## config.mk

```make
export PLATFORM = sky130hd
export DESIGN_NAME = paging_frame_allocator
export DESIGN_NICKNAME = d
export VERILOG_FILES = /design/src/rtl/pfa_pkg.sv /design/src/rtl/pfa_divider.sv /design/src/rtl/pfa_table.sv /design/src/rtl/paging_frame_allocator.sv
export SDC_FILE = /design/constraint.sdc
export NUM_CORES = 1
export LEC_CHECK = 0
export BUFFER_PORTS_ARGS = -buffer_cell sky130_fd_sc_hd__buf_4
export CORE_MARGIN = 4
export CORE_UTILIZATION = 27
export CTS_BUF_LIST = sky130_fd_sc_hd__clkbuf_4
export CTS_CLUSTER_DIAMETER = 200
export DETAILED_ROUTE_END_ITERATION = 8
export PLACE_DENSITY = 0.4
export SLEW_MARGIN = 20
export SYNTH_ARGS = -nofsm -noshare
export SYNTH_HDL_FRONTEND = slang
export SYNTH_SLANG_ARGS = --single-unit
```

## constraint.sdc

```tcl
create_clock -name clk -period 11.45 [get_ports clk]
set_clock_uncertainty 0.05 [all_clocks]
set_input_delay 0.5725 -clock clk [delete_from_list [all_inputs] [get_ports clk]]
set_output_delay 0.5725 -clock clk [all_outputs]
set_load 0.05 [all_outputs]
```

## src/rtl/pfa_pkg.sv

```systemverilog
// ----------------------------------------------------------------------------
// pfa_pkg
// Shared types and constants for the paging frame allocator: opcodes, status
// codes, sequencer states, request and response words, table commands.
// ----------------------------------------------------------------------------
package pfa_pkg;

    // Frame table sizing.
    localparam int NUM_FRAMES_DEF = 32;
    localparam int MAX_FRAMES     = 32;

    // Field widths.
    localparam int OP_W     = 2;
    localparam int PID_W    = 8;
    localparam int MEM_W    = 22;
    localparam int PS_W     = 16;
    localparam int PAGE_W   = 5;
    localparam int FRAME_W  = 5;
    localparam int COUNT_W  = 6;
    localparam int STATUS_W = 2;

    // Configuration port.
    localparam int CFG_IDX_W  = 1;
    localparam int CFG_DATA_W = 16;
    localparam logic [CFG_IDX_W-1:0] CFG_FRAMES_IN_USE = 1'b0;
    localparam logic [CFG_IDX_W-1:0] CFG_PAGE_SIZE     = 1'b1;

    // Register reset values.
    localparam logic [COUNT_W-1:0] FRAMES_IN_USE_RST = 6'd32;
    localparam logic [PS_W-1:0]    PAGE_SIZE_RST     = 16'd4096;

    // Divider iteration counter, one quotient bit per cycle.
    localparam int DIV_CNT_W = $clog2(MEM_W + 1);

    typedef enum logic [OP_W-1:0] {
        OP_ALLOC     = 2'd0,
        OP_FREE      = 2'd1,
        OP_LIST_PROC = 2'd2,
        OP_LIST_FREE = 2'd3
    } opcode_t;

    typedef enum logic [STATUS_W-1:0] {
        ST_OK        = 2'd0,
        ST_NO_FRAMES = 2'd1,
        ST_DONE      = 2'd2
    } status_t;

    typedef enum logic [2:0] {
        S_IDLE,
        S_DIV,
        S_COUNT,
        S_EMIT,
        S_REPORT
    } seq_state_t;

    typedef struct packed {
        opcode_t             opcode;
        logic [PID_W-1:0]    process_id;
        logic [MEM_W-1:0]    mem_bytes;
    } req_word_t;

    typedef struct packed {
        logic [PAGE_W-1:0]   page_index;
        logic [FRAME_W-1:0]  frame_index;
        logic [COUNT_W-1:0]  frame_count;
        status_t             status;
        logic                last;
    } rsp_word_t;

    // Command from the sequencer to the frame table.
    typedef struct packed {
        logic match_free;  // hit on a free frame instead of an owned one
        logic set_used;    // claim the frame for the current process
        logic clr_used;    // release the frame
    } tbl_cmd_t;

endpackage

```

## src/rtl/pfa_divider.sv

```systemverilog
// ----------------------------------------------------------------------------
// pfa_divider
// Restoring serial divider: one quotient bit per cycle, gives the quotient
// and whether the remainder is nonzero.
// ----------------------------------------------------------------------------
module pfa_divider
    import pfa_pkg::*;
(
    input  logic             clk,
    input  logic             rst_n,
    input  logic             start,
    input  logic [MEM_W-1:0] dividend,
    input  logic [PS_W-1:0]  divisor,
    output logic             busy,
    output logic [MEM_W-1:0] quotient,
    output logic             rem_nz
);

    localparam logic [DIV_CNT_W-1:0] LAST_STEP = DIV_CNT_W'(MEM_W - 1);

    logic                 busy_reg, busy_next;
    logic [DIV_CNT_W-1:0] cnt_reg, cnt_next;
    logic [MEM_W-1:0]     quo_reg, quo_next;
    logic [PS_W-1:0]      rem_reg, rem_next;
    logic [PS_W-1:0]      div_reg, div_next;
    logic [PS_W:0]        shifted;
    logic                 ge;

    // One shift, compare and subtract step.
    always_comb
    begin
        shifted   = {rem_reg, quo_reg[MEM_W-1]};
        ge        = shifted >= {1'b0, div_reg};
        busy_next = busy_reg;
        cnt_next  = cnt_reg;
        quo_next  = quo_reg;
        rem_next  = rem_reg;
        div_next  = div_reg;
        if (start)
        begin
            busy_next = 1'b1;
            cnt_next  = '0;
            quo_next  = dividend;
            rem_next  = '0;
            div_next  = divisor;
        end
        else if (busy_reg)
        begin
            rem_next = ge ? PS_W'(shifted - {1'b0, div_reg}) : PS_W'(shifted);
            quo_next = {quo_reg[MEM_W-2:0], ge};
            cnt_next = cnt_reg + 1'b1;
            if (cnt_reg == LAST_STEP)
            begin
                busy_next = 1'b0;
            end
        end
    end

    always_ff @(posedge clk or negedge rst_n)
    begin
        if (!rst_n)
        begin
            busy_reg <= 1'b0;
            cnt_reg  <= '0;
        end
        else
        begin
            busy_reg <= busy_next;
            cnt_reg  <= cnt_next;
        end
    end

    // Datapath registers need no reset.
    always_ff @(posedge clk)
    begin
        quo_reg <= quo_next;
        rem_reg <= rem_next;
        div_reg <= div_next;
    end

    assign busy     = busy_reg;
    assign quotient = quo_reg;
    assign rem_nz   = rem_reg != '0;

endmodule

```

## src/rtl/pfa_table.sv

```systemverilog
// ----------------------------------------------------------------------------
// pfa_table
// Frame table: a used bit and an owner id per frame, with one scan port that
// tests an entry against the current request and updates it.
// ----------------------------------------------------------------------------
module pfa_table
    import pfa_pkg::*;
#(
    parameter  int DEPTH = MAX_FRAMES,
    localparam int IDX_W = $clog2(DEPTH)
)
(
    input  logic             clk,
    input  logic             rst_n,
    input  logic [IDX_W-1:0] idx,
    input  logic [PID_W-1:0] pid,
    input  tbl_cmd_t         cmd,
    output logic             hit
);

    logic [DEPTH-1:0] used_reg;
    logic [PID_W-1:0] owner_reg [DEPTH];

    // A frame matches when it is free, or when it is held by this process.
    always_comb
    begin
        if (cmd.match_free)
        begin
            hit = !used_reg[idx];
        end
        else
        begin
            hit = used_reg[idx] && (owner_reg[idx] == pid);
        end
    end

    // Used bits clear at reset; every frame starts free.
    always_ff @(posedge clk or negedge rst_n)
    begin
        if (!rst_n)
        begin
            used_reg <= '0;
        end
        else if (cmd.set_used)
        begin
            used_reg[idx] <= 1'b1;
        end
        else if (cmd.clr_used)
        begin
            used_reg[idx] <= 1'b0;
        end
    end

    // The owner is only looked at while the used bit is set.
    always_ff @(posedge clk)
    begin
        if (cmd.set_used)
        begin
            owner_reg[idx] <= pid;
        end
    end

endmodule

```

## src/rtl/paging_frame_allocator.sv

```systemverilog
// ----------------------------------------------------------------------------
// paging_frame_allocator
// Physical frame allocator, lowest free frame first, with a serial page
// count divider and a one-frame-per-cycle table scan.
// ----------------------------------------------------------------------------
// A request is taken only while the block is idle and is handled one frame
// per cycle. With n active frames (frames_in_use, capped at the table size)
// an allocate starts the page count divider in the accept cycle and waits
// for its result, then counts free frames over the n entries, then hands
// out frames, one response word per page. Free and list requests skip the
// divider and go straight to the counting pass, and a list then hands out
// one word per frame found. A request that ends in a single word posts it
// from the report state.
// The table scan runs one entry a cycle through a single compare port; the
// output pass pauses on a hit while the output register holds a word not
// yet taken.
// ----------------------------------------------------------------------------
module paging_frame_allocator
    import pfa_pkg::*;
#(
    parameter int NUM_FRAMES = NUM_FRAMES_DEF
)
(
    input  logic                  clk,
    input  logic                  rst_n,
    input  logic                  req_valid,
    output logic                  req_ready,
    input  req_word_t             req,
    output logic                  rsp_valid,
    input  logic                  rsp_ready,
    output rsp_word_t             rsp,
    input  logic                  cfg_we,
    input  logic [CFG_IDX_W-1:0]  cfg_index,
    input  logic [CFG_DATA_W-1:0] cfg_data
);

    localparam int DEPTH = (NUM_FRAMES < MAX_FRAMES) ? NUM_FRAMES : MAX_FRAMES;
    localparam int IDX_W = $clog2(DEPTH);
    localparam logic [COUNT_W-1:0] DEPTH_CNT = COUNT_W'(DEPTH);

    // Configuration registers.
    logic [COUNT_W-1:0] frames_reg;
    logic [PS_W-1:0]    page_size_reg;

    // Sequencer state.
    seq_state_t         state_reg, state_next;
    opcode_t            op_reg, op_next;
    logic [PID_W-1:0]   pid_reg, pid_next;
    logic [COUNT_W-1:0] scan_reg, scan_next;
    logic [COUNT_W-1:0] cnt_reg, cnt_next;
    logic [COUNT_W-1:0] k_reg, k_next;
    logic [COUNT_W-1:0] total_reg, total_next;
    status_t            rep_status_reg, rep_status_next;
    logic [COUNT_W-1:0] rep_count_reg, rep_count_next;

    // Output register.
    logic               rsp_valid_reg, rsp_valid_next;
    rsp_word_t          rsp_reg, rsp_next;

    logic               load;
    logic               slot_free;
    logic [COUNT_W-1:0] n_active;
    logic               scan_more;
    logic               hit;
    tbl_cmd_t           tbl_cmd;
    logic               div_start;
    logic [PS_W-1:0]    divisor;
    logic               div_busy;
    logic [MEM_W-1:0]   div_quo;
    logic               div_rem_nz;
    logic [MEM_W-1:0]   pages;
    logic               emit_last;

    // Configuration writes.
    always_ff @(posedge clk or negedge rst_n)
    begin
        if (!rst_n)
        begin
            frames_reg    <= FRAMES_IN_USE_RST;
            page_size_reg <= PAGE_SIZE_RST;
        end
        else if (cfg_we)
        begin
            case (cfg_index)
                CFG_FRAMES_IN_USE: frames_reg    <= cfg_data[COUNT_W-1:0];
                CFG_PAGE_SIZE:     page_size_reg <= cfg_data[PS_W-1:0];
                default:           frames_reg    <= frames_reg;
            endcase
        end
    end

    assign n_active  = (frames_reg > DEPTH_CNT) ? DEPTH_CNT : frames_reg;
    assign scan_more = scan_reg < n_active;
    assign divisor   = (page_size_reg == '0) ? PS_W'(1) : page_size_reg;
    assign pages     = div_quo + MEM_W'(div_rem_nz);
    assign slot_free = !rsp_valid_reg || rsp_ready;
    assign emit_last = (k_reg + 1'b1) == total_reg;

    // Page count divider.
    pfa_divider u_div (
        .clk      (clk),
        .rst_n    (rst_n),
        .start    (div_start),
        .dividend (req.mem_bytes),
        .divisor  (divisor),
        .busy     (div_busy),
        .quotient (div_quo),
        .rem_nz   (div_rem_nz)
    );

    // Frame table with its scan port.
    pfa_table #(
        .DEPTH (DEPTH)
    ) u_table (
        .clk   (clk),
        .rst_n (rst_n),
        .idx   (scan_reg[IDX_W-1:0]),
        .pid   (pid_reg),
        .cmd   (tbl_cmd),
        .hit   (hit)
    );

    // Sequencer: next state, table commands and response words.
    always_comb
    begin
        state_next      = state_reg;
        op_next         = op_reg;
        pid_next        = pid_reg;
        scan_next       = scan_reg;
        cnt_next        = cnt_reg;
        k_next          = k_reg;
        total_next      = total_reg;
        rep_status_next = rep_status_reg;
        rep_count_next  = rep_count_reg;
        load            = 1'b0;
        rsp_next        = rsp_reg;
        div_start       = 1'b0;
        tbl_cmd.match_free = (op_reg == OP_ALLOC) || (op_reg == OP_LIST_FREE);
        tbl_cmd.set_used   = 1'b0;
        tbl_cmd.clr_used   = 1'b0;

        case (state_reg)
            S_IDLE:
            begin
                if (req_valid)
                begin
                    op_next   = req.opcode;
                    pid_next  = req.process_id;
                    scan_next = '0;
                    cnt_next  = '0;
                    k_next    = '0;
                    if (req.opcode == OP_ALLOC)
                    begin
                        div_start  = 1'b1;
                        state_next = S_DIV;
                    end
                    else
                    begin
                        state_next = S_COUNT;
                    end
                end
            end

            S_DIV:
            begin
                if (!div_busy)
                begin
                    if (pages == '0)
                    begin
                        rep_status_next = ST_DONE;
                        rep_count_next  = '0;
                        state_next      = S_REPORT;
                    end
                    else
                    begin
                        state_next = S_COUNT;
                    end
                end
            end

            S_COUNT:
            begin
                if (scan_more)
                begin
                    if (hit)
                    begin
                        cnt_next = cnt_reg + 1'b1;
                        tbl_cmd.clr_used = (op_reg == OP_FREE);
                    end
                    scan_next = scan_reg + 1'b1;
                end
                else
                begin
                    scan_next = '0;
                    case (op_reg)
                        OP_ALLOC:
                        begin
                            if ({{(MEM_W-COUNT_W){1'b0}}, cnt_reg} < pages)
                            begin
                                rep_status_next = ST_NO_FRAMES;
                                rep_count_next  = '0;
                                state_next      = S_REPORT;
                            end
                            else
                            begin
                                total_next = pages[COUNT_W-1:0];
                                state_next = S_EMIT;
                            end
                        end
                        OP_FREE:
                        begin
                            rep_status_next = ST_DONE;
                            rep_count_next  = cnt_reg;
                            state_next      = S_REPORT;
                        end
                        default:
                        begin
                            if (cnt_reg == '0)
                            begin
                                rep_status_next = ST_DONE;
                                rep_count_next  = '0;
                                state_next      = S_REPORT;
                            end
                            else
                            begin
                                total_next = cnt_reg;
                                state_next = S_EMIT;
                            end
                        end
                    endcase
                end
            end

            S_EMIT:
            begin
                if (hit)
                begin
                    if (slot_free)
                    begin
                        load                 = 1'b1;
                        rsp_next.page_index  = k_reg[PAGE_W-1:0];
                        rsp_next.frame_index = scan_reg[FRAME_W-1:0];
                        rsp_next.frame_count = total_reg;
                        rsp_next.status      = ST_OK;
                        rsp_next.last        = emit_last;
                        tbl_cmd.set_used     = (op_reg == OP_ALLOC);
                        k_next               = k_reg + 1'b1;
                        scan_next            = scan_reg + 1'b1;
                        if (emit_last)
                        begin
                            state_next = S_IDLE;
                        end
                    end
                end
                else
                begin
                    scan_next = scan_reg + 1'b1;
                end
            end

            S_REPORT:
            begin
                if (slot_free)
                begin
                    load                 = 1'b1;
                    rsp_next.page_index  = '0;
                    rsp_next.frame_index = '0;
                    rsp_next.frame_count = rep_count_reg;
                    rsp_next.status      = rep_status_reg;
                    rsp_next.last        = 1'b1;
                    state_next           = S_IDLE;
                end
            end

            default:
            begin
                state_next = S_IDLE;
            end
        endcase
    end

    // Output word is held until the consumer takes it.
    always_comb
    begin
        if (load)
        begin
            rsp_valid_next = 1'b1;
        end
        else if (rsp_ready)
        begin
            rsp_valid_next = 1'b0;
        end
        else
        begin
            rsp_valid_next = rsp_valid_reg;
        end
    end

    // Control registers.
    always_ff @(posedge clk or negedge rst_n)
    begin
        if (!rst_n)
        begin
            state_reg     <= S_IDLE;
            scan_reg      <= '0;
            cnt_reg       <= '0;
            k_reg         <= '0;
            total_reg     <= '0;
            rsp_valid_reg <= 1'b0;
        end
        else
        begin
            state_reg     <= state_next;
            scan_reg      <= scan_next;
            cnt_reg       <= cnt_next;
            k_reg         <= k_next;
            total_reg     <= total_next;
            rsp_valid_reg <= rsp_valid_next;
        end
    end

    // Request and response payload registers.
    always_ff @(posedge clk)
    begin
        op_reg         <= op_next;
        pid_reg        <= pid_next;
        rep_status_reg <= rep_status_next;
        rep_count_reg  <= rep_count_next;
        rsp_reg        <= rsp_next;
    end

    assign req_ready = (state_reg == S_IDLE);
    assign rsp_valid = rsp_valid_reg;
    assign rsp       = rsp_reg;

    // A word without a frame always closes its request.
    a_nofarme_last: assert property (@(posedge clk) disable iff (!rst_n)
        rsp_valid && (rsp.status != ST_OK) |-> rsp.last)
        else $error("response without frame is not marked last");

    // A word without a frame carries no page or frame number.
    a_noframe_zero: assert property (@(posedge clk) disable iff (!rst_n)
        rsp_valid && (rsp.status != ST_OK) |->
            (rsp.page_index == '0) && (rsp.frame_index == '0))
        else $error("response without frame carries page or frame index");

    // The output pass never runs past its word count or past the active frames.
    a_emit_bound: assert property (@(posedge clk) disable iff (!rst_n)
        (state_reg == S_EMIT) |-> (k_reg < total_reg) && scan_more)
        else $error("output pass ran past its frame count");

    // The divider is only running while the sequencer waits on it.
    a_div_idle: assert property (@(posedge clk) disable iff (!rst_n)
        div_busy |-> (state_reg == S_DIV))
        else $error("divider busy outside the divide step");

endmodule

```

======== Word-level counts from Yosys, hierarchy flattened ========
Memories as Yosys holds them, arrays and structs flattened.
Index checks and enable logic that the tools add are counted.
word-level totals
  register bits ........................... 179
  memory bits (writable) .................. 256
  bits of input ports ..................... 54
  output and inout bits ................... 21
  word-level logic and storage cells ...... 174
  memories ................................ 1
cells by class
  add/subtract/negate cells ............... 6
  magnitude comparators ................... 6
  equal/unequal tests ..................... 24
  multiplexer cells ....................... 77
  bitwise logic cells ..................... 6
  reductions and logical operators ........ 31
memory list
  memory             depth  width  rd ports  clocked after Yosys merged registers in  wr ports  line             text
  u_table.owner_reg  32     8      1         0                                        1         pfa_table.sv:22  logic [PID_W-1:0] owner_reg [DEPTH];
operators by type and width
  cell                                         count
  2-to-1 mux 6 bit                             16
  2-to-1 mux 32 bit                            2
  case mux 6 bit (2 select lines)              5
  2-to-1 mux 19 bit                            3
  2-to-1 mux 22 bit                            2
  case mux 19 bit (2 select lines)             1
  bitwise AND 32 bit                           1
  NOT 32 bit                                   1
  OR 32 bit                                    1
  2-to-1 mux 3 bit                             10
  != test 2 bit, second input constant         12
  adder 22 x 1 -> 22 bit                       1
  zero test 22 bit                             1
  < comparator 6 x 22 -> 1 bit                 1
  2-to-1 mux 1 bit                             21
  adder 6 x 1 -> 6 bit, second input constant  3
  case mux 6 bit (3 select lines)              1
  >= comparator 17 x 16 -> 1 bit               1
  zero test 16 bit                             1
  2-to-1 mux 16 bit                            1
  nonzero test 16 bit                          1
  subtractor 16 bit                            1
  case mux 3 bit (5 select lines)              1
  nonzero test 2 bit                           7
  other kinds (36)                             55

======== Longest topological paths before layout ========
  word-level depth ........................ 9
  gate-level depth with buffers ........... 15
  mapped depth without buffers ............ 14

======== By module ========
A second synthesis with hierarchy kept.
unflattened totals
  cells, all modules ...................... 1475
  area, all modules ....................... 19861.5 um^2
modules (own cells, without submodules)
  module                  times used  cells an instance  area each (um^2)  seq. area each (um^2)
  pfa_table               1           707                11672.4           8488.1
  paging_frame_allocator  1           443                4707.0            2364.8
  pfa_divider             1           325                3482.1            1611.5

======== Worst setup path before layout ========
OpenSTA, ideal clock, no wires.
  kind .................................... register to register
  start ................................... reg scan_reg[1]
  end ..................................... reg rsp_reg (netlist bit rsp[0]) (enable)
  library setup time ...................... 0.395 ns
  arrival time ............................ 3.722 ns
  data required time ...................... 11.005 ns
  setup slack ............................. 7.284 ns
  stages on the path, launching flop included .. 12
  buffers on the path ..................... 2
  clock period less this slack ............ 4.166 ns
  path through ............................ dfrtp_1 -> buf_2 -> or4b_1 -> clkbuf_1 -> o22ai_1 -> nor4_1 -> and3_1 -> or4_4 -> nor4_4 -> a31oi_1 -> and2_1 -> nor2_1
on the way
  cells in the longest elaborated chain, start to end .. 6
  elaborated cells on any way between the ends .. 9
  those cells by class .................... 2 x eq/ne; 3 x mux; 3 x reduce/logical; 1 x memory
RTL lines
  item                                                                                       line                              text
  from (decl)                                                                                paging_frame_allocator.sv:49      logic [COUNT_W-1:0] scan_reg, scan_next;
  from (signal assigned)                                                                     paging_frame_allocator.sv:314     scan_reg <= scan_next;
  memory read (32 x 8 bit) / binary-select mux 1 bit (select 5 bit) (equally long branches)  -
  == test 8 bit / 2-to-1 mux 1 bit (equally long branches)                                   pfa_table.sv:33, pfa_table.sv:29
  logical AND 1 bit / zero test 1 bit (equally long branches)                                pfa_table.sv:33, pfa_table.sv:29
  2-to-1 mux 1 bit *                                                                         pfa_table.sv:27                   if (cmd.match_free)
  != test 2 bit (no source line) *                                                           -
  AND reduction 4 bit (no source line) *                                                     -
  to (signal assigned)                                                                       paging_frame_allocator.sv:329     rsp_reg <= rsp_next;
  to (decl)                                                                                  paging_frame_allocator.sv:58      rsp_word_t rsp_reg, rsp_next;
Mark *: on every way between the ends. The rest lies on a longest branch, timed or not. The select of a mux whose other input is x is not followed.
A chain may end at the register's enable or synchronous reset.

======== Worst setup path after layout ========
  start ................................... reg scan_reg[0]
  end ..................................... mem u_table.owner_reg[3][4] (enable)
on the way
  cells in the longest elaborated chain, start to end .. 8
  elaborated cells on any way between the ends .. 11
  those cells by class .................... 1 x eq/ne; 7 x mux; 2 x reduce/logical; 1 x memory
RTL lines
  item                                                                                       line                              text
  memory read (32 x 8 bit) / binary-select mux 1 bit (select 5 bit) (equally long branches)  -
  == test 8 bit / 2-to-1 mux 1 bit (equally long branches)                                   pfa_table.sv:33, pfa_table.sv:29
  logical AND 1 bit / zero test 1 bit (equally long branches)                                pfa_table.sv:33, pfa_table.sv:29
  2-to-1 mux 1 bit                                                                           pfa_table.sv:27
  2-to-1 mux 1 bit                                                                           paging_frame_allocator.sv:236     if (hit)
  2-to-1 mux 1 bit                                                                           paging_frame_allocator.sv:142     case (state_reg)
  2-to-1 mux 1 bit                                                                           pfa_table.sv:57                   if (cmd.set_used)
  2-to-1 mux 1 bit (implied by the code)                                                     pfa_table.sv:59                   owner_reg[idx] <= pid;
  to (decl)                                                                                  pfa_table.sv:22
Several ways; a longest one is shown, not always the timed one. The select of a mux whose other input is x is not followed.

==> impl_metrics.csv <==
group,metric,value,unit
floorplan,placementRows,99,
run,maxCapViolations,0,
detailed_routing,vias_per_cell,4.89,
placed_design,dpl_cell_area,21500,sq um
floorplan,die_x,280,microns
pwr,pwr-share-seq,0.415,
logic_synthesis,yosys.cell_types.count,74,
pwr,p_int,3.37,mW
final_layout,syn_to_final_growth,19.2,%
floorplan,io_pins,75,
logic_synthesis,synth-simple-area-share,0.113,
critical_path,crit_end,"u_table.owner_reg[3][4]",
detailed_routing,wl_met3,3410,microns
detailed_routing,firstDrtPassIters,5,
final_layout,nFillCells,7373,
sta,period_minus_slack,5.99,ns
logic_synthesis,async_flop_share,0.202,
detailed_routing,vias,13679,
critical_path,crit_path_start,"scan_reg[0]",
placed_design,gp_congestion,0.789,
final_layout,multiInputGateArea,6820,sq um
sta,max_slew_margin,0.268,
pwr,p_sw,1.80,mW
final_layout,drive_gt1_frac,0.220,
critical_path,startpoint_type,"flop",
sta,drv_slew,0,
critical_path,r2r_start,"scan_reg[0]",
clock_tree,root_buffer,"clkbuf_4",
placed_design,dp_hpwl,38200,microns
final_layout,postLayoutCoreUtil,0.326,
detailed_routing,finalWirelength,59800,microns
critical_path,critPathKind,"flop to flop",
detailed_routing,m1WireLength,28400,microns
logic_synthesis,synth-edff-count,331,
logic_synthesis,syn_nets,1645,
logic_synthesis,synth_adder_area_share,0.0254,
detailed_routing,ant_nets,0,
logic_synthesis,synth.avg_cell_area,12.9,sq um
clock_tree,path_clk_slew,0.06,ns
logic_synthesis,syn_inst,1551,
clock_tree,clk_latency,0.92,ns
clock_tree,clkSinkCount,435,
final_layout,final_common_cell,"edfxtp_1",
pwr,p_leak,9.00,nW
final_layout,final_cell_area,23800,sq um
logic_synthesis,ys_seq_area_frac,0.624,
status,status,"finished, final reports clean",
critical_path,r2r-end,"u_table.owner_reg[3][4]",
final_layout,final_nets,1828,
detailed_routing,met2_wirelength,26900,microns
global_route,grt_pass1_vias,13937,
sta,finalHoldViolations,0,
global_route,grt_remaining_overflow,0,
sta,tightestPinTransition,1.10,ns
sta,finalSetupTns,0,ns
clock_tree,cts_setup_buffers,0,
critical_path,r2r_setup_slack,5.46,ns
clock_tree,numCtsBuffers,130,
sta,final.period_utilization,0.523,
global_route,grt_pass1_wl,89600,microns
logic_synthesis,synth_xor_area_frac,0.0132,
logic_synthesis,yosys_warnings,0,
floorplan,die_y,280,microns
critical_path,ff2ff_path_depth,11,
worst_hold_path,min_from,"cfg_we",
detailed_routing,dr.first_iter.drc_count,947,
pwr,p_comb_frac,0.288,
sta,setup_violations,0,
critical_path,arrival,6.49,ns
logic_synthesis,yosys_register_bits,435,
floorplan,core_area,73100,sq um
final_layout,mostFrequentLayoutCells,"edfxtp_1 (331), clkbuf_4 (193), nand2_1 (140), mux2i_1 (130), buf_4 (106)",
placed_design,port_buffers,74,
detailed_routing,wl_per_cell,21.4,microns
sta,rsz0062_at_grt,"no",
clock_tree,htree_num_levels,4,
critical_path,path_max_fanout,64,
pwr,power_frac_clock,0.297,
final_layout,largest_reg_flops,256,
pwr,vdd_drop_max,0.0000841,V
clock_tree,cts_tree,"done",
critical_path,critPathRequiredTime,11.95,ns
detailed_routing,drc_errors,0,
global_route,grt_max_degree,65,
global_route,antenna_found_initial,3,
logic_synthesis,syn_area,20000,sq um
logic_synthesis,synth_mux_area_frac,0.0984,
global_route,grt_usage,0.153,
critical_path,endpoint_kind,"flop",
pwr,switching_share,0.348,
logic_synthesis,synth_top_family_by_area,"simple AND/OR/NAND/NOR gates",
sta,fmax,167,MHz
floorplan,die_area,78400,sq um
detailed_routing,maxUsedRoutingLayer,"met4",
clock_tree,clockBufferDepth,3,
floorplan,initial_utilization,0.273,
pwr,p_total,5.17,mW
logic_synthesis,synth_top_flop_cell,"edfxtp_1",
pwr,cellPowerDensity,217,nW/um^2
final_layout,seq_area,12500,sq um
worst_hold_path,hold_class,"primary input to flop",
logic_synthesis,synth_compound_area_frac,0.0907,
==> worst min path at each step <==
stage,end,cells past startpoint
global placement,u_div.div_reg[7],0
CTS,frames_reg[2],3
detailed placement,u_div.div_reg[9],0
finish,frames_reg[2],3
floorplan,async pin,0
global route,frames_reg[3],3
==> power groups by stage <==
stage | registers (mW) | logic (mW) | clock network [mW]
2_1_floorplan | 2.17 | 1.02 | 0
3_3_place_gp | 2.18 | 1.48 | 0
3_5_place_dp | 2.18 | 1.48 | 0
4_1_cts | 2.15 | 1.50 | 1.61
5_1_grt | 2.17 | 1.65 | 1.70
6_report | 2.14 | 1.49 | 1.54
==> metal layers <==
| layer | track usage | up-vias |
|---|---|---|
| li1 | - | 6357 |
| met1 | 0.214 | 6844 |
| met2 | 0.231 | 389 |
| met3 | 0.0403 | 89 |
| met4 | 0.0495 | 0 |
| met5 | 0 | - |
==> per-stage QoR <==
step	worst slack (ns)	cells	hold slack [ns]
floorplan	7.28	1551	0.227
finish	5.46	2798	0.227
global route	5.24	2795	0.142
detailed placement	5.53	2505	0.418
CTS	5.51	2792	0.0902
global placement	5.56	2505	0.415
==> worst max-delay path, stage by stage (launching register included) <==
cell and delay (ns):
dfrtp_4 0.89, buf_4 0.89, mux2i_1 0.28, o22ai_1 0.14, nor4_1 0.59, a21oi_1 0.14, or4_4 0.52, nor4_4 0.49
a31oi_1 0.23, nor2_4 0.15, buf_4 0.61, and3_1 0.50
==> cells by family (layout without fill, tap and decap cells) <==
group | after synthesis | count (layout)
muxes | 176 | 176
xor gates and xnor gates | 30 | 30
DFF | 435 | 435
and+or+nand+nor | 428 | 428
other | 0 | 6
buffers and inverters | 173 | 455
AOI/OAI and AO/OA | 269 | 269
adders and majority gates | 40 | 40
==> synthesized netlist by cell type, types with 13 or more instances <==
| cell | instances | share of area |
|---|---|---|
| a31o_2 | 21 | 0.0092 |
| nand4_1 | 14 | 0.0044 |
| nand3_1 | 38 | 0.0095 |
| mux4_2 | 13 | 0.015 |
| and3_1 | 50 | 0.016 |
| a21oi_1 | 40 | 0.010 |
| o21ai_0 | 38 | 0.0095 |
| a31oi_1 | 30 | 0.0094 |
| clkbuf_1 | 74 | 0.014 |
| mux2i_1 | 130 | 0.065 |
| o22ai_1 | 63 | 0.020 |
| inv_1 | 61 | 0.011 |
| edfxtp_1 | 331 | 0.50 |
| ha_1 | 39 | 0.024 |
| nor4_1 | 28 | 0.0088 |
| xor2_1 | 18 | 0.0079 |
| buf_2 | 32 | 0.0080 |
| mux2_2 | 33 | 0.019 |
| dfxtp_1 | 16 | 0.016 |
| nor2_1 | 56 | 0.011 |
| dfrtp_1 | 86 | 0.11 |
| a32o_1 | 13 | 0.0065 |
| nor3_1 | 19 | 0.0048 |
| nand2_1 | 140 | 0.026 |
==> area by class of cell <==
cell class | count | area share
clock buffers | 193 | 0.0609
repair buffers | 162 | 0.0570
clock inverters | 38 | 0.0109
diodes | 6 | 0.000631
well taps | 959 | 0.0504
inverters | 62 | 0.00978
multi-input cells | 943 | 0.286
flip-flops and latches | 435 | 0.524
==> repair_timing <==
item	4_1_cts	5_1_grt
resized for setup	0	0
hold buffers	56	0
hold endpoints to repair	87	0
Note: power is estimated with default switching activity, not from simulation.
